## src/hw/rtl/kmer_pkg.sv

```systemverilog
`timescale 1ns / 1ps
// ----------------------------------------------------------------------------
// kmer_pkg: shared types and constants
// Item structs, status codes, sequencer states and FNV-1a constants.
// ----------------------------------------------------------------------------
package kmer_pkg;

  localparam int unsigned CODE_W  = 63;
  localparam int unsigned COUNT_W = 32;
  localparam int unsigned K_W     = 5;
  localparam logic [63:0] HASH_BASIS = 64'hCBF29CE484222325;
  localparam logic [63:0] HASH_MULT  = 64'h00000100000001B3;
  localparam logic [COUNT_W-1:0] COUNT_MAX = '1;

  typedef enum logic [2:0] {
    ST_COUNTED  = 3'd0,
    ST_FILLING  = 3'd1,
    ST_INVALID  = 3'd2,
    ST_FULL     = 3'd3,
    ST_READOUT  = 3'd4
  } status_t;

  typedef enum logic [2:0] {
    S_IDLE,
    S_HASH,
    S_PROBE_RD,
    S_PROBE_CHK,
    S_RDOUT,
    S_DONE
  } fsm_t;

  typedef struct packed {
    logic        mode;
    logic [7:0]  symbol;
    logic        last_of_read;
    logic [15:0] slot_index;
  } in_item_t;

  typedef struct packed {
    logic [CODE_W-1:0]  kmer_code;
    logic [COUNT_W-1:0] count;
    logic               entry_present;
    logic [2:0]         status;
  } out_item_t;

  function automatic logic [7:0] code_ascii(input logic [2:0] c);
    case (c)
      3'd0:    code_ascii = 8'h41;
      3'd1:    code_ascii = 8'h43;
      3'd2:    code_ascii = 8'h47;
      3'd3:    code_ascii = 8'h54;
      default: code_ascii = 8'h4E;
    endcase
  endfunction

endpackage

```

## src/hw/rtl/kmer_hash_unit.sv

```systemverilog
`timescale 1ns / 1ps
// ----------------------------------------------------------------------------
// kmer_hash_unit: iterative FNV-1a round unit
// One 64-bit multiply round per step, built from three 32x32 partial products.
// ----------------------------------------------------------------------------
module kmer_hash_unit (
  input  logic        clk,
  input  logic        init,
  input  logic        step,
  input  logic [7:0]  byte_in,
  output logic [63:0] hash,
  output logic        ready
);
  import kmer_pkg::*;

  // phase 0: xor byte, 1..2: partial products, 3: sum
  logic [63:0] h_r, h_nxt;
  logic [63:0] x_r, x_nxt;
  logic [63:0] p_lo_r, p_lo_nxt;
  logic [31:0] p_mid_r, p_mid_nxt;
  logic [1:0]  ph_r, ph_nxt;
  logic        busy_r, busy_nxt;

  always_comb begin
    h_nxt     = h_r;
    x_nxt     = x_r;
    p_lo_nxt  = p_lo_r;
    p_mid_nxt = p_mid_r;
    ph_nxt    = ph_r;
    busy_nxt  = busy_r;
    if (init) begin
      h_nxt    = HASH_BASIS;
      busy_nxt = 1'b0;
    end else if (step && !busy_r) begin
      x_nxt    = h_r ^ {56'd0, byte_in};
      ph_nxt   = 2'd1;
      busy_nxt = 1'b1;
    end else if (busy_r) begin
      case (ph_r)
        2'd1: begin
          p_lo_nxt = x_r[31:0] * HASH_MULT[31:0];
          ph_nxt   = 2'd2;
        end
        2'd2: begin
          p_mid_nxt = x_r[31:0] * HASH_MULT[63:32] + x_r[63:32] * HASH_MULT[31:0];
          ph_nxt    = 2'd3;
        end
        default: begin
          h_nxt    = p_lo_r + {p_mid_r, 32'd0};
          busy_nxt = 1'b0;
          ph_nxt   = 2'd0;
        end
      endcase
    end
  end

  always_ff @(posedge clk) begin
    h_r     <= h_nxt;
    x_r     <= x_nxt;
    p_lo_r  <= p_lo_nxt;
    p_mid_r <= p_mid_nxt;
    ph_r    <= ph_nxt;
    busy_r  <= busy_nxt;
  end

  assign hash  = h_r;
  assign ready = !busy_r;

endmodule

```

## config.mk

```make
export PLATFORM = sky130hd
export DESIGN_NAME = kmer_hash_unit
export DESIGN_NICKNAME = d
export VERILOG_FILES = /design/src/hw/rtl/kmer_pkg.sv /design/src/hw/rtl/kmer_hash_unit.sv
export SDC_FILE = /design/constraint.sdc
export NUM_CORES = 1
export LEC_CHECK = 0
export ABC_CLOCK_PERIOD_IN_PS = 5600
export BUFFER_PORTS_ARGS = -buffer_cell sky130_fd_sc_hd__buf_2
export CAP_MARGIN = 20
export CORE_MARGIN = 4
export CORE_UTILIZATION = 58
export CTS_CLUSTER_SIZE = 10
export DETAILED_ROUTE_END_ITERATION = 10
export PLACE_DENSITY = 0.87
export SLEW_MARGIN = 0
export SYNTH_ARGS = -nofsm -noshare
export SYNTH_HDL_FRONTEND = slang
export SYNTH_SLANG_ARGS = --single-unit
```

## constraint.sdc

```tcl
create_clock -name clk -period 5.6 [get_ports clk]
set_clock_uncertainty 0.05 [all_clocks]
set_input_delay 1.12 -clock clk [delete_from_list [all_inputs] [get_ports clk]]
set_output_delay 1.12 -clock clk [all_outputs]
set_load 0.01 [all_outputs]
```

==> impl_metrics.toml <==
[flow_run]
maxCapViolations = 0

[drt]
met2_wirelength_microns = 20870
drc = 0
wl_met3_microns = 3216
ant_nets = 0
vias_per_cell = 5.603
routed.top_layer = "met4"
drt_iter0_drc = 974
post_drt_wl_per_cell_microns = 18.94
dr.pass1.iters = 5
routed_wl_microns = 43000
drt-met1-wl_microns = 17650
num_vias = 12720

[yosys]
synth_compound_area_frac = 0.08927
syn_nets = 2175
synth_area_sq_um = 18050
yosys.area_share.adder = 0.3757
ys_warn_count = 0
async_flop_share = 0
yosys.area_share.simple = 0.08172
synth_top_family_by_area = "adder cells"
synthMuxAreaShare = 0.0005545
synth_area_per_cell_sq_um = 10.27
synth_ff_type = "edfxtp_1"
ys_seq_area_frac = 0.3033
syn_inst = 1757
synth_edf_count = 139
ys_ff_latch = 204
synth_cell_type_count = 56
synth-xor-area-share = 0.04900

[place]
globalplace.congestion = 0.9839
hpwl_microns = 33810
dp.cells = 2213
port_buffers = 75
dpl_cell_area_sq_um = 18950
place_ws_ps = -60.33

[setup_path]
cp_top_family = "adder cells"
critPathBufInv = 4
worstSetupEndpointType = "flip-flop"
cp_cell_sequence = "ha_4, inv_4, fa_1, inv_2, fa_1, fa_1, inv_1, fa_1, inv_2, ha_4, a21o_1, a21o_1, a21oi_2, o211ai_1, o22a_1, a221o_2, a2111oi_4, o21bai_1, a21oi_2, xnor2_1"
required_ps = 5820
cp_max_fo = 3
cp_slowest_cell = "fa_1"
cpPeakStageDelay_ps = 580
arrival_ps = 5950
reg2reg_slack_ps = -120
startpoint_type = "flip-flop"
path_class = "flip-flop to flip-flop"
cp_common_cell = "fa_1"

[sta]
slew_headroom = 0.3888
timing.final.crit_share = 1.022
fin_ws_ps = -123.0
rsz0062_at_grt = "yes"
setup_viol = 1
min_period_ps = 5723
worst_pin_slew_ps = 916.8
slew_viol_final = 0
fmax_mhz = 174.7
finalHoldViolations = 0
whs_ps = 401.8

[floorplanning]
core_sq_um = 30670
io_pins = 76
die_w_microns = 184.4
initial_core_util = 0.5886
num_rows = 64
dieArea_sq_um = 34010
die_height_microns = 184.4

[grt]
grt_pass1_wl_microns = 69000
grt-ovfl-total = 0
antenna_found_initial = 0
grt_pass1_vias = 13340
grt_max_degree = 65
grt_usage = 0.2547

[final_layout]
syn_to_final_growth_pct = 10.64
diodes = 0
final_nets = 2274
layout-drive-gt1-share = 0.09605
fin_area_sq_um = 19970
fin_cells = 2270

[clock_tree]
clock_path_buffers = 3
clockRootBuffer = "clkbuf_16"
cts_buffers = 25
ctsHoldBuffers = 0
path_clk_slew_ps = 60
cts_tree = "built"
cts.sinks = 204
worstSkewPairLatency_ps = 530
h-tree-depth = 1

[pwr]
p_per_area_nw_per_um2 = 534.6
peakVddDrop_uv = 394.0
p_leak_nw = 9.471

[outcome]
violations = "negative setup slack"
status = "finished with violations"

[worst_hold_path]
min_path_type = "flip-flop to flip-flop"
-- synth_stat cells, types with 9 or more instances --
cell type / n / area [sq um]
and3_1: 20 / 125.1
clkbuf_1: 29 / 108.9
ha_1: 182 / 2277
fa_1: 225 / 4504
o21ai_0: 41 / 205.2
nand4_1: 9 / 56.30
o21bai_1: 13 / 97.59
a211oi_1: 20 / 150.1
a21o_1: 33 / 247.7
nor3_1: 27 / 135.1
nand2_1: 115 / 431.7
o21a_1: 9 / 67.56
inv_1: 447 / 1678
dfxtp_1: 65 / 1301
a21oi_1: 93 / 465.5
nor4b_1: 9 / 78.83
nand3_1: 40 / 200.2
xnor2_1: 54 / 473.0
edfxtp_1: 139 / 4174
xor2_1: 47 / 411.6
nor2_1: 50 / 187.7
-- sequential cells by signal, summed over array words and instances, names as in the netlist --
signal and flops:
hash 64, x_r 64, p_lo_r 41, p_mid_r 32, ph_r 2, busy_r 1
-- stage by stage --
stage / TNS, ps / util / total power, W
2_1_floorplan: 0 / - / 0.007039
3_3_place_gp: 0 / 0.6180 / 0.008445
3_5_place_dp: -99.58 / 0.6180 / 0.008724
4_1_cts: 0 / 0.6434 / 0.01034
5_1_grt: -432.6 / 0.6512 / 0.01146
6_report: -123.0 / 0.6512 / 0.01068
-- where the power goes --
group	internal (W)	total [W]	switching, W
combinational	0.00294	0.00699	0.00405
sequential	0.00210	0.00219	0.0000927
clock	0.000878	0.00150	0.000618
-- cell usage in the layout (no fill, tap or decap), types with 3 or more instances in the layout --
cell type / instances
a31oi_1: 3
a211oi_1: 18
o211ai_1: 8
nor3_1: 27
o21ai_0: 38
nor4_1: 3
nor4b_1: 9
and2_1: 7
ha_4: 8
a311oi_1: 3
clkbuf_16: 25
xor2_1: 46
a21o_1: 33
or2_2: 4
clkbuf_1: 14
a21oi_1: 88
nor2b_1: 8
nand4_1: 9
ha_2: 3
ha_1: 171
a21oi_2: 7
nor2_1: 49
buf_2: 75
o21ai_1: 4
and3_1: 19
xnor2_1: 54
a21boi_0: 5
o21a_1: 7
fa_1: 225
edfxtp_1: 139
nand2b_1: 7
nand2_1: 114
inv_1: 444
nand3_1: 40
dfxtp_1: 65
clkbuf_8: 4
buf_4: 31
o21bai_1: 13
a2111oi_0: 3
-- layer usage --
layer | GRT usage | up-vias
met5 | 0 | -
met4 | 0.06951 | 0
met3 | 0.04618 | 90
met2 | 0.4266 | 515
met1 | 0.3455 | 6292
li1 | - | 5821
-- cell families (layout without fill, tap and decap cells) --
family | after synthesis | count (layout)
buffers and inverters | 483 | 600
adders and majority gates | 407 | 407
and+or+nand+nor | 309 | 309
AOI/OAI and AO/OA | 252 | 252
DFF | 204 | 204
xor gates and xnor gates | 101 | 101
muxes | 1 | 1
-- what timing repair did --
action                     in CTS  in global routing
pin swaps                       1                 17
resized for setup               5                 31
setup buffers                   3                  8
setup endpoints to repair       5                 13
-- final timing paths --
kind,end,cells after the start,startpoint
worst max-delay path,p_mid_r[30],20,x_r[42]
worst min-delay path,x_r[29],0,hash[29]
worst max register to register,p_mid_r[30],20,x_r[42]
worst min register to register,x_r[29],0,hash[29]
-- area by class of cell --
cell class	instances	area, sq um
fill	2185	10700
tap	396	495.5
multi-input combinational	1070	10950
sequential	204	5475
inverter	448	1684
timing repair buffer	107	628.1
clock inverter	2	10.01
clock buffer	43	733.2
(Power assumes the default switching activity.)
